`src/design/sql_token_scanner_defines.svh`:
```
// Assertion macros for the SQL token scanner.
// Used by the top level. Needs no other file.
`ifndef SQL_TOKEN_SCANNER_DEFINES_SVH
`define SQL_TOKEN_SCANNER_DEFINES_SVH
`ifndef SYNTHESIS
`define SQLTS_ASSERT(lbl, clk, rst, prop, msg) \
   lbl: assert property (@(posedge clk) disable iff (rst) prop) else $error(msg);
`define SQLTS_ASSERT_ALWAYS(lbl, clk, prop, msg) \
   lbl: assert property (@(posedge clk) prop) else $error(msg);
`else
`define SQLTS_ASSERT(lbl, clk, rst, prop, msg)
`define SQLTS_ASSERT_ALWAYS(lbl, clk, prop, msg)
`endif
`endif

```
`src/design/sqlts_pkg.sv`:
```
// Types, token codes and the keyword table of the SQL token scanner.
// Used by every module of the scanner. Depends on nothing.
`default_nettype none
package sqlts_pkg;

   localparam int POS_BITS   = 20;
   localparam int LC_BITS    = 16;
   localparam int KIND_BITS  = 7;
   localparam int KW_MAX_LEN = 14;
   localparam int KW_COUNT   = 61;
   localparam int Q_DEPTH    = 4;

   localparam logic [POS_BITS-1:0] POS_MAX = {POS_BITS{1'b1}};
   localparam logic [LC_BITS-1:0]  LC_MAX  = {LC_BITS{1'b1}};

   localparam logic [KIND_BITS-1:0] K_LPAREN  = 7'd0;
   localparam logic [KIND_BITS-1:0] K_RPAREN  = 7'd1;
   localparam logic [KIND_BITS-1:0] K_COMMA   = 7'd2;
   localparam logic [KIND_BITS-1:0] K_DOT     = 7'd3;
   localparam logic [KIND_BITS-1:0] K_SEMI    = 7'd4;
   localparam logic [KIND_BITS-1:0] K_PLUS    = 7'd5;
   localparam logic [KIND_BITS-1:0] K_MINUS   = 7'd6;
   localparam logic [KIND_BITS-1:0] K_STAR    = 7'd7;
   localparam logic [KIND_BITS-1:0] K_SLASH   = 7'd8;
   localparam logic [KIND_BITS-1:0] K_PERCENT = 7'd9;
   localparam logic [KIND_BITS-1:0] K_EQ      = 7'd10;
   localparam logic [KIND_BITS-1:0] K_NE      = 7'd11;
   localparam logic [KIND_BITS-1:0] K_LT      = 7'd12;
   localparam logic [KIND_BITS-1:0] K_LE      = 7'd13;
   localparam logic [KIND_BITS-1:0] K_GT      = 7'd14;
   localparam logic [KIND_BITS-1:0] K_GE      = 7'd15;
   localparam logic [KIND_BITS-1:0] K_INT     = 7'd16;
   localparam logic [KIND_BITS-1:0] K_FLOAT   = 7'd17;
   localparam logic [KIND_BITS-1:0] K_STRING  = 7'd18;
   localparam logic [KIND_BITS-1:0] K_IDENT   = 7'd19;
   localparam logic [KIND_BITS-1:0] K_KW0     = 7'd20;
   localparam logic [KIND_BITS-1:0] K_UNKNOWN = 7'd81;
   localparam logic [KIND_BITS-1:0] K_END     = 7'd82;

   localparam logic [7:0] CH_TAB = 8'h09;
   localparam logic [7:0] CH_LF  = 8'h0A;
   localparam logic [7:0] CH_CR  = 8'h0D;

   typedef enum logic [3:0] {
      M_IDLE, M_MINUS, M_SLASH, M_BANG, M_LT, M_GT, M_LINECOM, M_BLOCK,
      M_BLOCKSTAR, M_STRING, M_INT, M_INTDOT, M_FLOAT, M_IDENT
   } mode_type;

   typedef struct packed {
      logic [KIND_BITS-1:0] kind;
      logic [LC_BITS-1:0]   line;
      logic [LC_BITS-1:0]   column;
      logic [POS_BITS-1:0]  offset;
      logic [POS_BITS-1:0]  length;
   } token_type;

   typedef struct packed {
      logic [1:0]           count;
      token_type [2:0]      tok;
   } bundle_type;

   typedef struct packed {
      mode_type             mode;
      logic [POS_BITS-1:0]  pos;
   } front_status_type;

   typedef logic [KW_MAX_LEN-1:0][7:0] kw_buf_type;

   localparam logic [8*KW_MAX_LEN-1:0] KW_TEXT [KW_COUNT] = '{
      "CREATE", "TABLE", "DROP", "ALTER", "ADD", "COLUMN", "SELECT", "FROM",
      "WHERE", "INSERT", "INTO", "VALUES", "UPDATE", "SET", "DELETE", "ORDER",
      "BY", "ASC", "DESC", "LIMIT", "GROUP", "HAVING", "AS", "DISTINCT",
      "JOIN", "INNER", "LEFT", "RIGHT", "ON", "CROSS", "AND", "OR", "NOT", "IN",
      "BETWEEN", "LIKE", "IS", "NULL", "TRUE", "FALSE", "EXISTS", "INT",
      "FLOAT", "VARCHAR", "BOOL", "DATE", "TEXT", "PRIMARY", "KEY", "DEFAULT",
      "UNIQUE", "AUTOINCREMENT", {"AUTO_", "INCREMENT"}, "SHOW", "TABLES",
      "DESCRIBE", "COUNT", "SUM", "AVG", "MIN", "MAX"
   };

   localparam logic [4:0] KW_LEN [KW_COUNT] = '{
      5'd6, 5'd5, 5'd4, 5'd5, 5'd3, 5'd6, 5'd6, 5'd4,
      5'd5, 5'd6, 5'd4, 5'd6, 5'd6, 5'd3, 5'd6, 5'd5,
      5'd2, 5'd3, 5'd4, 5'd5, 5'd5, 5'd6, 5'd2, 5'd8,
      5'd4, 5'd5, 5'd4, 5'd5, 5'd2, 5'd5, 5'd3, 5'd2, 5'd3, 5'd2,
      5'd7, 5'd4, 5'd2, 5'd4, 5'd4, 5'd5, 5'd6, 5'd3,
      5'd5, 5'd7, 5'd4, 5'd4, 5'd4, 5'd7, 5'd3, 5'd7,
      5'd6, 5'd13, 5'd14, 5'd4, 5'd6,
      5'd8, 5'd5, 5'd3, 5'd3, 5'd3, 5'd3
   };

   // Literals are right-justified, so character j of an entry of length L
   // sits at byte L-1-j.
   function automatic logic [KIND_BITS-1:0] kw_kind(input kw_buf_type kb,
                                                    input logic [4:0] len);
      logic [KIND_BITS-1:0] kind;
      logic                 found;
      logic                 match;
      int                   idx;
      kind  = K_IDENT;
      found = 1'b0;
      for (int i = 0; i < KW_COUNT; i++) begin
         match = (KW_LEN[i] == len);
         for (int j = 0; j < KW_MAX_LEN; j++) begin
            idx = int'(KW_LEN[i]) - 1 - j;
            if (idx >= 0) begin
               if (kb[j] != KW_TEXT[i][idx*8 +: 8]) begin
                  match = 1'b0;
               end
            end
         end
         if (match && !found) begin
            found = 1'b1;
            kind  = KIND_BITS'(int'(K_KW0) + i);
         end
      end
      return kind;
   endfunction

endpackage
`default_nettype wire

```
`src/design/sqlts_front.sv`:
```
// Front part of the SQL token scanner: scan mode machine and token builder.
// Depends on sqlts_pkg; produces one bundle of up to three tokens per item.
`default_nettype none
module sqlts_front
   import sqlts_pkg::*;
(
   input  wire logic             clock,
   input  wire logic             reset,
   input  wire logic             take,
   input  wire logic             action,
   input  wire logic [7:0]       text_byte,
   output logic                  push,
   output bundle_type            bundle,
   output front_status_type      status
);

   mode_type            mode_ff, mode_in;
   kw_buf_type          kbuf_ff, kbuf_in;
   logic                ovf_ff, ovf_in;
   logic [POS_BITS-1:0] pos_ff, pos_in, tsp_ff, tsp_in;
   logic [LC_BITS-1:0]  line_ff, line_in, col_ff, col_in;
   logic [LC_BITS-1:0]  tsl_ff, tsl_in, tsc_ff, tsc_in;

   logic [POS_BITS-1:0] span, ilen;
   logic [POS_BITS:0]   dot_col;
   logic [1:0]          cnt;
   token_type [2:0]     toks;
   logic                again;
   logic                is_dig, is_alp, is_wrd;

   function automatic token_type mk(input logic [KIND_BITS-1:0] k,
                                    input logic [LC_BITS-1:0] l,
                                    input logic [LC_BITS-1:0] c,
                                    input logic [POS_BITS-1:0] o,
                                    input logic [POS_BITS-1:0] n);
      token_type t;
      t.kind   = k;
      t.line   = l;
      t.column = c;
      t.offset = o;
      t.length = n;
      return t;
   endfunction

   function automatic logic [7:0] upper(input logic [7:0] b);
      return (b >= "a" && b <= "z") ? b - 8'd32 : b;
   endfunction

   always_comb begin
      mode_in = mode_ff;
      kbuf_in = kbuf_ff;
      ovf_in  = ovf_ff;
      pos_in  = pos_ff;
      tsp_in  = tsp_ff;
      line_in = line_ff;
      col_in  = col_ff;
      tsl_in  = tsl_ff;
      tsc_in  = tsc_ff;
      cnt     = 2'd0;
      toks    = '0;
      again   = 1'b0;
      is_dig  = (text_byte >= "0" && text_byte <= "9");
      is_alp  = (text_byte >= "A" && text_byte <= "Z") ||
                (text_byte >= "a" && text_byte <= "z");
      is_wrd  = is_dig || is_alp || (text_byte == "_");
      span    = (pos_ff >= tsp_ff) ? pos_ff - tsp_ff : '0;
      ilen    = (span != '0) ? span - 1'b1 : '0;
      dot_col = {{(POS_BITS+1-LC_BITS){1'b0}}, tsc_ff} + {1'b0, ilen};

      if (!action) begin
         unique case (mode_ff)
            M_IDLE: again = 1'b1;
            M_MINUS: begin
               if (text_byte == "-") begin
                  mode_in = M_LINECOM;
               end else begin
                  toks[cnt] = mk(K_MINUS, tsl_ff, tsc_ff, tsp_ff, 1);
                  cnt = cnt + 2'd1;
                  again = 1'b1;
               end
            end
            M_SLASH: begin
               if (text_byte == "*") begin
                  mode_in = M_BLOCK;
               end else begin
                  toks[cnt] = mk(K_SLASH, tsl_ff, tsc_ff, tsp_ff, 1);
                  cnt = cnt + 2'd1;
                  again = 1'b1;
               end
            end
            M_BANG: begin
               if (text_byte == "=") begin
                  toks[cnt] = mk(K_NE, tsl_ff, tsc_ff, tsp_ff, 2);
                  cnt = cnt + 2'd1;
                  mode_in = M_IDLE;
               end else begin
                  toks[cnt] = mk(K_UNKNOWN, tsl_ff, tsc_ff, tsp_ff, 1);
                  cnt = cnt + 2'd1;
                  again = 1'b1;
               end
            end
            M_LT: begin
               if (text_byte == "=") begin
                  toks[cnt] = mk(K_LE, tsl_ff, tsc_ff, tsp_ff, 2);
                  cnt = cnt + 2'd1;
                  mode_in = M_IDLE;
               end else if (text_byte == ">") begin
                  toks[cnt] = mk(K_NE, tsl_ff, tsc_ff, tsp_ff, 2);
                  cnt = cnt + 2'd1;
                  mode_in = M_IDLE;
               end else begin
                  toks[cnt] = mk(K_LT, tsl_ff, tsc_ff, tsp_ff, 1);
                  cnt = cnt + 2'd1;
                  again = 1'b1;
               end
            end
            M_GT: begin
               if (text_byte == "=") begin
                  toks[cnt] = mk(K_GE, tsl_ff, tsc_ff, tsp_ff, 2);
                  cnt = cnt + 2'd1;
                  mode_in = M_IDLE;
               end else begin
                  toks[cnt] = mk(K_GT, tsl_ff, tsc_ff, tsp_ff, 1);
                  cnt = cnt + 2'd1;
                  again = 1'b1;
               end
            end
            M_LINECOM: begin
               if (text_byte == CH_LF) begin
                  mode_in = M_IDLE;
               end
            end
            M_BLOCK: begin
               if (text_byte == "*") begin
                  mode_in = M_BLOCKSTAR;
               end
            end
            M_BLOCKSTAR: begin
               if (text_byte == "/") begin
                  mode_in = M_IDLE;
               end else if (text_byte != "*") begin
                  mode_in = M_BLOCK;
               end
            end
            M_STRING: begin
               if (text_byte == "'") begin
                  toks[cnt] = mk(K_STRING, tsl_ff, tsc_ff,
                                 (tsp_ff < POS_MAX) ? tsp_ff + 1'b1 : POS_MAX, ilen);
                  cnt = cnt + 2'd1;
                  mode_in = M_IDLE;
               end
            end
            M_INT: begin
               if (text_byte == ".") begin
                  mode_in = M_INTDOT;
               end else if (!is_dig) begin
                  toks[cnt] = mk(K_INT, tsl_ff, tsc_ff, tsp_ff, span);
                  cnt = cnt + 2'd1;
                  again = 1'b1;
               end
            end
            M_INTDOT: begin
               if (is_dig) begin
                  mode_in = M_FLOAT;
               end else begin
                  toks[cnt] = mk(K_INT, tsl_ff, tsc_ff, tsp_ff, ilen);
                  cnt = cnt + 2'd1;
                  toks[cnt] = mk(K_DOT, tsl_ff,
                                 (dot_col > {{(POS_BITS+1-LC_BITS){1'b0}}, LC_MAX}) ?
                                    LC_MAX : dot_col[LC_BITS-1:0],
                                 tsp_ff + ilen, 1);
                  cnt = cnt + 2'd1;
                  again = 1'b1;
               end
            end
            M_FLOAT: begin
               if (!is_dig) begin
                  toks[cnt] = mk(K_FLOAT, tsl_ff, tsc_ff, tsp_ff, span);
                  cnt = cnt + 2'd1;
                  again = 1'b1;
               end
            end
            M_IDENT: begin
               if (is_wrd) begin
                  if (span < POS_BITS'(KW_MAX_LEN)) begin
                     kbuf_in[span[3:0]] = upper(text_byte);
                  end else begin
                     ovf_in = 1'b1;
                  end
               end else begin
                  toks[cnt] = mk((!ovf_ff && span <= POS_BITS'(KW_MAX_LEN)) ?
                                    kw_kind(kbuf_ff, span[4:0]) : K_IDENT,
                                 tsl_ff, tsc_ff, tsp_ff, span);
                  cnt = cnt + 2'd1;
                  again = 1'b1;
               end
            end
            default: again = 1'b1;
         endcase

         if (again) begin
            mode_in = M_IDLE;
            tsp_in  = pos_ff;
            tsl_in  = line_ff;
            tsc_in  = col_ff;
            unique case (text_byte)
               "(": begin toks[cnt] = mk(K_LPAREN, line_ff, col_ff, pos_ff, 1);
                  cnt = cnt + 2'd1; end
               ")": begin toks[cnt] = mk(K_RPAREN, line_ff, col_ff, pos_ff, 1);
                  cnt = cnt + 2'd1; end
               ",": begin toks[cnt] = mk(K_COMMA, line_ff, col_ff, pos_ff, 1);
                  cnt = cnt + 2'd1; end
               ".": begin toks[cnt] = mk(K_DOT, line_ff, col_ff, pos_ff, 1);
                  cnt = cnt + 2'd1; end
               ";": begin toks[cnt] = mk(K_SEMI, line_ff, col_ff, pos_ff, 1);
                  cnt = cnt + 2'd1; end
               "+": begin toks[cnt] = mk(K_PLUS, line_ff, col_ff, pos_ff, 1);
                  cnt = cnt + 2'd1; end
               "*": begin toks[cnt] = mk(K_STAR, line_ff, col_ff, pos_ff, 1);
                  cnt = cnt + 2'd1; end
               "%": begin toks[cnt] = mk(K_PERCENT, line_ff, col_ff, pos_ff, 1);
                  cnt = cnt + 2'd1; end
               "=": begin toks[cnt] = mk(K_EQ, line_ff, col_ff, pos_ff, 1);
                  cnt = cnt + 2'd1; end
               "-": mode_in = M_MINUS;
               "/": mode_in = M_SLASH;
               "!": mode_in = M_BANG;
               "<": mode_in = M_LT;
               ">": mode_in = M_GT;
               " ", CH_CR, CH_TAB, CH_LF: mode_in = M_IDLE;
               "'": mode_in = M_STRING;
               default: begin
                  if (is_dig) begin
                     mode_in = M_INT;
                  end else if (is_alp || text_byte == "_") begin
                     mode_in = M_IDENT;
                     ovf_in = 1'b0;
                     kbuf_in[0] = upper(text_byte);
                  end else begin
                     toks[cnt] = mk(K_UNKNOWN, line_ff, col_ff, pos_ff, 1);
                     cnt = cnt + 2'd1;
                  end
               end
            endcase
         end

         if (pos_ff < POS_MAX) begin
            pos_in = pos_ff + 1'b1;
         end
         if (text_byte == CH_LF) begin
            if (line_ff < LC_MAX) begin
               line_in = line_ff + 1'b1;
            end
            col_in = 1;
         end else if (col_ff < LC_MAX) begin
            col_in = col_ff + 1'b1;
         end
      end else begin
         unique case (mode_ff)
            M_MINUS: begin toks[cnt] = mk(K_MINUS, tsl_ff, tsc_ff, tsp_ff, 1);
               cnt = cnt + 2'd1; end
            M_SLASH: begin toks[cnt] = mk(K_SLASH, tsl_ff, tsc_ff, tsp_ff, 1);
               cnt = cnt + 2'd1; end
            M_BANG: begin toks[cnt] = mk(K_UNKNOWN, tsl_ff, tsc_ff, tsp_ff, 1);
               cnt = cnt + 2'd1; end
            M_LT: begin toks[cnt] = mk(K_LT, tsl_ff, tsc_ff, tsp_ff, 1);
               cnt = cnt + 2'd1; end
            M_GT: begin toks[cnt] = mk(K_GT, tsl_ff, tsc_ff, tsp_ff, 1);
               cnt = cnt + 2'd1; end
            M_STRING: begin toks[cnt] = mk(K_UNKNOWN, tsl_ff, tsc_ff, tsp_ff, span);
               cnt = cnt + 2'd1; end
            M_INT: begin toks[cnt] = mk(K_INT, tsl_ff, tsc_ff, tsp_ff, span);
               cnt = cnt + 2'd1; end
            M_INTDOT: begin
               toks[cnt] = mk(K_INT, tsl_ff, tsc_ff, tsp_ff, ilen);
               cnt = cnt + 2'd1;
               toks[cnt] = mk(K_DOT, tsl_ff,
                              (dot_col > {{(POS_BITS+1-LC_BITS){1'b0}}, LC_MAX}) ?
                                 LC_MAX : dot_col[LC_BITS-1:0],
                              tsp_ff + ilen, 1);
               cnt = cnt + 2'd1;
            end
            M_FLOAT: begin toks[cnt] = mk(K_FLOAT, tsl_ff, tsc_ff, tsp_ff, span);
               cnt = cnt + 2'd1; end
            M_IDENT: begin
               toks[cnt] = mk((!ovf_ff && span <= POS_BITS'(KW_MAX_LEN)) ?
                                 kw_kind(kbuf_ff, span[4:0]) : K_IDENT,
                              tsl_ff, tsc_ff, tsp_ff, span);
               cnt = cnt + 2'd1;
            end
            default: cnt = cnt;
         endcase
         toks[cnt] = mk(K_END, line_ff, col_ff, pos_ff, 0);
         cnt = cnt + 2'd1;
         mode_in = M_IDLE;
         ovf_in  = 1'b0;
         pos_in  = '0;
         tsp_in  = '0;
         line_in = 1;
         col_in  = 1;
         tsl_in  = 1;
         tsc_in  = 1;
      end
   end

   always_ff @(posedge clock) begin
      if (reset) begin
         mode_ff <= M_IDLE;
         ovf_ff  <= 1'b0;
         pos_ff  <= '0;
         tsp_ff  <= '0;
         line_ff <= 1;
         col_ff  <= 1;
         tsl_ff  <= 1;
         tsc_ff  <= 1;
      end else if (take) begin
         mode_ff <= mode_in;
         ovf_ff  <= ovf_in;
         pos_ff  <= pos_in;
         tsp_ff  <= tsp_in;
         line_ff <= line_in;
         col_ff  <= col_in;
         tsl_ff  <= tsl_in;
         tsc_ff  <= tsc_in;
      end
   end

   always_ff @(posedge clock) begin
      if (take) begin
         kbuf_ff <= kbuf_in;
      end
   end

   assign push         = take && (cnt != 2'd0);
   assign bundle.count = cnt;
   assign bundle.tok   = toks;
   assign status.mode  = mode_ff;
   assign status.pos   = pos_ff;

endmodule
`default_nettype wire

```
`src/design/sqlts_queue.sv`:
```
// Short bundle queue between the front and back parts of the scanner.
// Depends on sqlts_pkg for the bundle type and depth.
`default_nettype none
module sqlts_queue
   import sqlts_pkg::*;
(
   input  wire logic        clock,
   input  wire logic        reset,
   input  wire logic        push,
   input  wire bundle_type  push_data,
   input  wire logic        pop,
   output bundle_type       head,
   output logic             full,
   output logic             empty
);

   localparam int PTR_BITS = $clog2(Q_DEPTH);

   bundle_type              mem [Q_DEPTH];
   logic [PTR_BITS-1:0]     wr_ff, wr_in, rd_ff, rd_in;
   logic [PTR_BITS:0]       cnt_ff, cnt_in;

   always_comb begin
      wr_in  = push ? wr_ff + 1'b1 : wr_ff;
      rd_in  = pop ? rd_ff + 1'b1 : rd_ff;
      cnt_in = cnt_ff + (push ? 1'b1 : 1'b0) - (pop ? 1'b1 : 1'b0);
   end

   always_ff @(posedge clock) begin
      if (reset) begin
         wr_ff  <= '0;
         rd_ff  <= '0;
         cnt_ff <= '0;
      end else begin
         wr_ff  <= wr_in;
         rd_ff  <= rd_in;
         cnt_ff <= cnt_in;
      end
   end

   always_ff @(posedge clock) begin
      if (push) begin
         mem[wr_ff] <= push_data;
      end
   end

   assign head  = mem[rd_ff];
   assign full  = (cnt_ff == (PTR_BITS+1)'(Q_DEPTH));
   assign empty = (cnt_ff == '0);

endmodule
`default_nettype wire

```
`src/design/sqlts_back.sv`:
```
// Back part of the SQL token scanner: hands out the tokens of each bundle
// one per cycle, unless rsp_stall holds them, through an output register. Depends on sqlts_pkg.
`default_nettype none
module sqlts_back
   import sqlts_pkg::*;
(
   input  wire logic        clock,
   input  wire logic        reset,
   input  wire bundle_type  head,
   input  wire logic        empty,
   output logic             pop,
   output logic             rsp_valid,
   input  wire logic        rsp_stall,
   output token_type        rsp_tok,
   output logic             rsp_last
);

   logic [1:0]  sub_ff, sub_in;
   logic        valid_ff, valid_in;
   token_type   tok_ff, tok_in;
   logic        last_ff, last_in;
   logic        load, is_last;

   always_comb begin
      load     = (!valid_ff || !rsp_stall) && !empty;
      is_last  = (sub_ff == head.count - 2'd1);
      pop      = load && is_last;
      sub_in   = sub_ff;
      valid_in = valid_ff;
      tok_in   = tok_ff;
      last_in  = last_ff;
      if (load) begin
         sub_in   = is_last ? 2'd0 : sub_ff + 2'd1;
         valid_in = 1'b1;
         tok_in   = head.tok[sub_ff];
         last_in  = is_last;
      end else if (!rsp_stall) begin
         valid_in = 1'b0;
      end
   end

   always_ff @(posedge clock) begin
      if (reset) begin
         sub_ff   <= '0;
         valid_ff <= 1'b0;
      end else begin
         sub_ff   <= sub_in;
         valid_ff <= valid_in;
      end
   end

   always_ff @(posedge clock) begin
      tok_ff  <= tok_in;
      last_ff <= last_in;
   end

   assign rsp_valid = valid_ff;
   assign rsp_tok   = tok_ff;
   assign rsp_last  = last_ff;

endmodule
`default_nettype wire

```
`src/design/sql_token_scanner.sv`:
```
// Top level of the SQL token scanner: front, bundle queue and back.
// Depends on sqlts_pkg, sqlts_front, sqlts_queue, sqlts_back and the defines header.
//
// Channel   Direction  Handshake               Payload
// req       in         req_valid / req_stall   req_action, req_text_byte
// rsp       out        rsp_valid / rsp_stall   rsp_token_kind .. rsp_last
//
// The front takes one item per cycle whenever the four-entry bundle queue has room.
// Each item yields zero to three tokens; the back hands out one token per cycle
// while rsp is not stalled, so the tokens of an item leave the output port in turn.
// Reset is synchronous and needs no clearing pass.
// A stall on rsp backs up into the queue, and a full queue raises req_stall.
`include "sql_token_scanner_defines.svh"
`default_nettype none
module sql_token_scanner
   import sqlts_pkg::*;
(
   input  wire logic                  clock,
   input  wire logic                  reset,
   input  wire logic                  req_valid,
   output logic                       req_stall,
   input  wire logic                  req_action,
   input  wire logic [7:0]            req_text_byte,
   output logic                       rsp_valid,
   input  wire logic                  rsp_stall,
   output logic [KIND_BITS-1:0]       rsp_token_kind,
   output logic [LC_BITS-1:0]         rsp_start_line,
   output logic [LC_BITS-1:0]         rsp_start_column,
   output logic [POS_BITS-1:0]        rsp_text_offset,
   output logic [POS_BITS-1:0]        rsp_text_length,
   output logic                       rsp_last
);

   logic              take, push, pop, q_full, q_empty;
   bundle_type        bundle, head;
   front_status_type  status;
   token_type         tok;

   assign take = req_valid && !req_stall;
   assign req_stall = q_full;

   sqlts_front u_front (
      .clock     (clock),
      .reset     (reset),
      .take      (take),
      .action    (req_action),
      .text_byte (req_text_byte),
      .push      (push),
      .bundle    (bundle),
      .status    (status)
   );

   sqlts_queue u_queue (
      .clock     (clock),
      .reset     (reset),
      .push      (push),
      .push_data (bundle),
      .pop       (pop),
      .head      (head),
      .full      (q_full),
      .empty     (q_empty)
   );

   sqlts_back u_back (
      .clock     (clock),
      .reset     (reset),
      .head      (head),
      .empty     (q_empty),
      .pop       (pop),
      .rsp_valid (rsp_valid),
      .rsp_stall (rsp_stall),
      .rsp_tok   (tok),
      .rsp_last  (rsp_last)
   );

   assign rsp_token_kind   = tok.kind;
   assign rsp_start_line   = tok.line;
   assign rsp_start_column = tok.column;
   assign rsp_text_offset  = tok.offset;
   assign rsp_text_length  = tok.length;

   `SQLTS_ASSERT(a_end_resets, clock, reset, take && req_action |=> status.mode == M_IDLE && status.pos == '0, "end item did not return the scanner to reset")
   `SQLTS_ASSERT(a_end_is_last, clock, reset, rsp_valid && rsp_token_kind == K_END |-> rsp_last, "end token not marked last")
   `SQLTS_ASSERT(a_bundle_cont, clock, reset, rsp_valid && !rsp_stall && !rsp_last |=> rsp_valid, "gap inside a token bundle")
   `SQLTS_ASSERT(a_no_pop_empty, clock, reset, !(pop && q_empty), "queue popped while empty")

endmodule
`default_nettype wire
```
`config.mk`:
```
export PLATFORM = sky130hd
export DESIGN_NAME = sql_token_scanner
export DESIGN_NICKNAME = d
export VERILOG_FILES = /design/src/design/sqlts_pkg.sv /design/src/design/sqlts_front.sv /design/src/design/sqlts_queue.sv /design/src/design/sqlts_back.sv /design/src/design/sql_token_scanner.sv
export VERILOG_INCLUDE_DIRS = /design/src /design/src/design
export SDC_FILE = /design/constraint.sdc
export NUM_CORES = 2
export LEC_CHECK = 0
export BUFFER_PORTS_ARGS = -buffer_cell sky130_fd_sc_hd__buf_4
export CAP_MARGIN = 30
export CORE_ASPECT_RATIO = 0.6
export CORE_UTILIZATION = 45
export DETAILED_ROUTE_END_ITERATION = 7
export MAX_ROUTING_LAYER = met4
export PLACE_DENSITY = 0.67
export SYNTH_ARGS = -nofsm -noshare
export SYNTH_HDL_FRONTEND = slang
export SYNTH_SLANG_ARGS = --single-unit
```
`constraint.sdc`:
```
create_clock -name clock -period 15.4 [get_ports clock]
set_input_delay 3.08 -clock clock [delete_from_list [all_inputs] [get_ports clock]]
set_output_delay 3.08 -clock clock [all_outputs]
set_load 0.01 [all_outputs]
```
Yosys cells after proc, flatten, opt, wreduce, memory -nomap -nowiden:

Memories as Yosys holds them, arrays and structs flattened. A register that Yosys moved wholly into a read port is not among the register bits.
Cells that the tools add are included.

* flip-flop bits (word level): 311
* bits in writable memories: 956
* output and inout bits: 82
* logic and storage cells: 1789
* memories kept: 1

* $add $sub $neg: 17
* magnitude comparators: 21
* equality and inequality tests: 171
* multiplexer cells: 1259
* bitwise gates (word level): 1
* reduce and logical (&&, ||, !) cells: 286

Memories
* u_queue.mem: depth 4, width 239, rd ports 1, clocked after Yosys merged registers in 1, write ports 1, line sqlts_queue.sv:19 `bundle_type mem [Q_DEPTH];`

Operator list (count)
* $bwmux 237: 11
* $pmux 237 s10: 1
* $pmux 79 s10: 2
* $mux 1: 1031
* $mux 237: 4
* $ne 8x7->1 const B: 115
* $mux 79: 11
* $mux 6: 64
* $demux 79 s2: 2
* $mux 7: 36
* $mux 77: 3
* $mux 16: 11
* $bmux 79 s2: 1
* $mux 153: 1
* $mux 75: 2
* $mux 74: 2
* $mux 20: 7
* $logic_and 1x1->1: 131
* $eq 8x6->1 const B: 16
* $mux 4: 32
* $logic_not 1->1: 125
* $bwmux 112: 1
* $mux 76: 1
* $mux 73: 1
* 68 further kinds: 144

Longest topological paths before layout:

* depth in word-level cells: 383
* mapped depth: 39
* gate-level depth less buffers: 31

Hierarchy:

From an unflattened synthesis, not the netlist that was laid out.

* cells, all modules: 4437
* area total of the unflattened synthesis: 59981.3 µm²

By module, submodules not included
* sqlts_queue: instances 1, cells each 1291, area an instance 34996.1 µm²
* sqlts_front: instances 1, cells each 2779, area an instance 20757.4 µm²
* sqlts_back: instances 1, cells each 366, area an instance 4214.0 µm²
* sql_token_scanner: instances 1, cells each 1, area an instance 13.8 µm²

Least setup slack after synthesis:

No wires, ideal clock.

* kind: input -> register
* start: in req_text_byte[5]
* end: mem u_queue.mem[0][0] (netlist bit) (enable)
* arrival: 10344 ps
* required time: 14818 ps
* path slack: 4475 ps
* stages: 18
* path buffers: 3
* cells stage by stage: clkbuf_1 > inv_1 > ha_1 > a21o_1 > a211oi_1 > or2_2 > clkbuf_1 > nand3_1 > nand2b_1 > or4_1 > clkbuf_1 > inv_1 > ha_1 > nand2_1 > mux2i_1 > mux2_2 > o21a_1 > and2_1

RTL lines
* start: declaration: line sql_token_scanner.sv:23 `input wire logic [7:0] req_text_byte,`
* end: declaration: line sqlts_queue.sv:19

==> impl_metrics.toml <==
[route]
wirelength_mm = 154
route.antenna.remaining_nets = 0
met2WireLength_mm = 60.4
via_per_inst = 6.35
met3WireLength_mm = 17.9
avgRoutedWirePerCell_um = 27.9
vias = 35200
drc = 2
wl_met1_mm = 74.0
drt_iter0_drc = 4782
highest_layer = "met4"
firstDrtPassIters = 8

[floorplan]
io_pins = 95
core_area_um2 = 114000
rows = 96
die_w_um = 440
dieArea_um2 = 117000
die_h_um = 265
initial_utilization_pct = 45.4

[synthesis]
synth_ff_type = "edfxtp_1"
async_reset_ff_share_pct = 0
ys_seq_area_share_pct = 61.4
synth_area_um2 = 51900
synth_area_leaders = "edfxtp_1 (57%), mux4_2 (8.5%), dfxtp_1 (4.7%)"
yosys.area.top_type = "edfxtp_1"
synth_cell_types = 109
ys_top_cells_by_count = "edfxtp_1 (980), nand2_1 (301), nor2_1 (296)"
synth.avg_cell_area_um2 = 13.3
synthMostInstantiatedCell = "edfxtp_1"
ys.warnings.count = 0
syn-num-nets = 3996
synth_top_area_share_pct = 56.7
ys_seq_elements = 1101
syn_inst = 3899
synth_edf_count = 980

[clocking]
insertion_delay_ps = 740
path_clk_slew_ps = 70
root_buffer = "clkbuf_16"
clockBufferDepth = 3
htreeDepth = 3
cts_sinks = 1101
cts_made_buffers = 97
cts-hold-fix-buffers = 0
cts_resized = 0
cts_setup_buffers = 0
cts_tree = "done"

[timing]
rsz0062_at_grt = "no"
finalSetupViolations = 0
min_period_ps = 8490
clock_skew_ps = 45.1
fin_hold_ws_ps = 510
hold_viol = 0
fin_tns_setup_ps = 0
period_share_pct = 55.2
max_clock_freq_mhz = 118
slew_violations = 0
setup_slack_ps = 6910
slew_headroom_pct = 24.2
worst_slew_pin_slew_ps = 1140

[pwr]
swShare_pct = 31.1
vdd_drop_max_uv = 123
combPwrFrac_pct = 25.2
power_frac_clock_pct = 28.7
power.leakage_nw = 18.8
power.density_nw_per_um2 = 148
internal-power_w = 0.00587
switching_power_w = 0.00265
p_seq_share_pct = 46.1

[run_status]
outcome = "complete, but fails checks"
violations = "design-rule violations"

[finish]
area_growth_syn_to_layout_pct = 10.9
finalNonFillerCells = 5546
fill_cells = 9718
finalInstanceArea_um2 = 57600
drive_gt1_share_pct = 14.6
finalNetCount = 4041

[worst_setup_path]
crit_top_cell = "inv_1"
r2r_end = "u_queue.mem[3][123]"
critPathRequiredTime_ps = 15830
cp-end-kind = "register"
r2r_slack_ps = 6910
reg2reg_from = "u_front.tsp_ff[4]"
critPathLaunchType = "register"
reg2reg_depth = 30
path_max_fanout = 22
critical_path.max_stage_delay_ps = 510
slowest_stage = "o41a_4"
path_class = "reg2reg"
arrival_ps = 8920

[placement]
dp.cells = 5361
dp_hpwl_mm = 104
numPortBuffers = 94
post-place-ws_ps = 6430
placed_area_um2 = 54400
gp_congestion = 1.01

[global_routing]
grt_usage_pct = 27.1
antenna_found_initial = 3
grt_overflow_total = 0
grt_max_degree = 145
grt_pass1_wl_mm = 227
grt_pass1_vias = 32800

[min_path]
hold_path_class = "reg2reg"
min-delay-start = "u_back.rsp_valid"
hold_end = "u_back.rsp_valid"
hold_depth = 2

[job]
cap_violations = 0
==> cell type report <==
type	instances	area, um2	share of cell area [%]
antenna	2	5.00	0.00870
clock buffer	128	2610	4.53
clock inverter	52	543	0.944
inverter	74	278	0.483
multi-input combinational	2497	19000	33.0
sequential	1101	31900	55.4
tap	1519	1900	3.30
timing repair buffer	173	1360	2.36
==> flip-flops by register name, summed over array words and instances, names as in the netlist, named ones only <==
signal,cells
u_queue.mem,788
u_front.kbuf_ff,112
u_back.rsp_tok,79
u_front.pos_ff,20
u_front.tsp_ff,20
u_front.col_ff,16
u_front.line_ff,16
u_front.tsc_ff,16
u_front.tsl_ff,16
u_front.mode_ff,4
u_queue.cnt_ff,3
u_back.sub_ff,2
u_queue.rd_ff,2
u_queue.wr_ff,2
u_back.rsp_last,1
u_back.rsp_valid,1
u_front.ovf_ff,1
==> metrics by stage <==
stage                     power [W]  utilization [%]
after CTS                   0.00856             50.3
final                       0.00852             50.3
after global routing        0.00885             50.3
after floorplan             0.00529                -
after global placement      0.00612             47.5
after detailed placement    0.00613             47.6
==> how the worst max path moves through the flow <==
stage                                  from                  end  cells after the start
final                     u_front.tsp_ff[4]  u_queue.mem[3][123]                     30
after global routing      u_front.tsp_ff[4]  u_queue.mem[2][124]                     30
after CTS                 u_front.tsp_ff[4]  u_queue.mem[3][124]                     30
after detailed placement   req_text_byte[4]  u_queue.mem[1][189]                     15
after global placement     req_text_byte[4]  u_queue.mem[1][191]                     15
after floorplan            req_text_byte[5]    u_queue.mem[0][0]                     18
==> power by group through the flow <==
stage / combinational, W / sequential, W / clock [W]
after detailed placement: 0.00213 / 0.00399 / 0
after global routing: 0.00229 / 0.00396 / 0.00259
after floorplan: 0.00125 / 0.00404 / 0
final: 0.00214 / 0.00393 / 0.00244
after CTS: 0.00214 / 0.00394 / 0.00248
after global placement: 0.00213 / 0.00399 / 0
==> critical path: cells and delay by family (launching register included) <==
| kind | cells | cell delay, ps |
|---|---|---|
| AND/OR/NAND/NOR | 10 | 2510 |
| adder cells (fa/ha/maj) | 4 | 1610 |
| flip-flops | 1 | 430 |
| buffers and inverters | 5 | 980 |
| AO/OA/AOI/OAI | 11 | 2590 |
==> layer usage <==
layer | vias to the layer above | track usage [%]
li1 | 15300 | -
met1 | 17800 | 43.5
met2 | 1886 | 33.9
met3 | 173 | 7.54
met4 | 0 | 4.40
met5 | - | -
==> cell usage in the layout (no fill, tap or decap), types with 64 or more instances in the layout <==
cell       instances
edfxtp_1         980
nand2_1          301
nor2_1           295
mux4_2           197
o21ai_0          182
a21oi_1          177
buf_4            155
dfxtp_1          117
nand3_1          103
clkbuf_16         98
a22oi_1           85
ha_1              80
nor3_1            75
inv_1             74
and2_1            67
mux2i_1           64
==> kinds of logic (layout without fill, tap and decap cells) <==
logic type / count (synthesis) / in the layout / synth area share (%)
muxes: 273 / 273 / 10.0
AOI/OAI and AO/OA: 780 / 780 / 10.1
DFF: 1101 / 1101 / 61.4
xor gates and xnor gates: 93 / 93 / 1.58
buffers and inverters: 301 / 427 / 2.27
and+or+nand+nor: 1267 / 1267 / 12.6
adders and majority gates: 84 / 84 / 2.08
other: 0 / 2 / 0
Note: power is estimated with default switching activity, not from simulation.
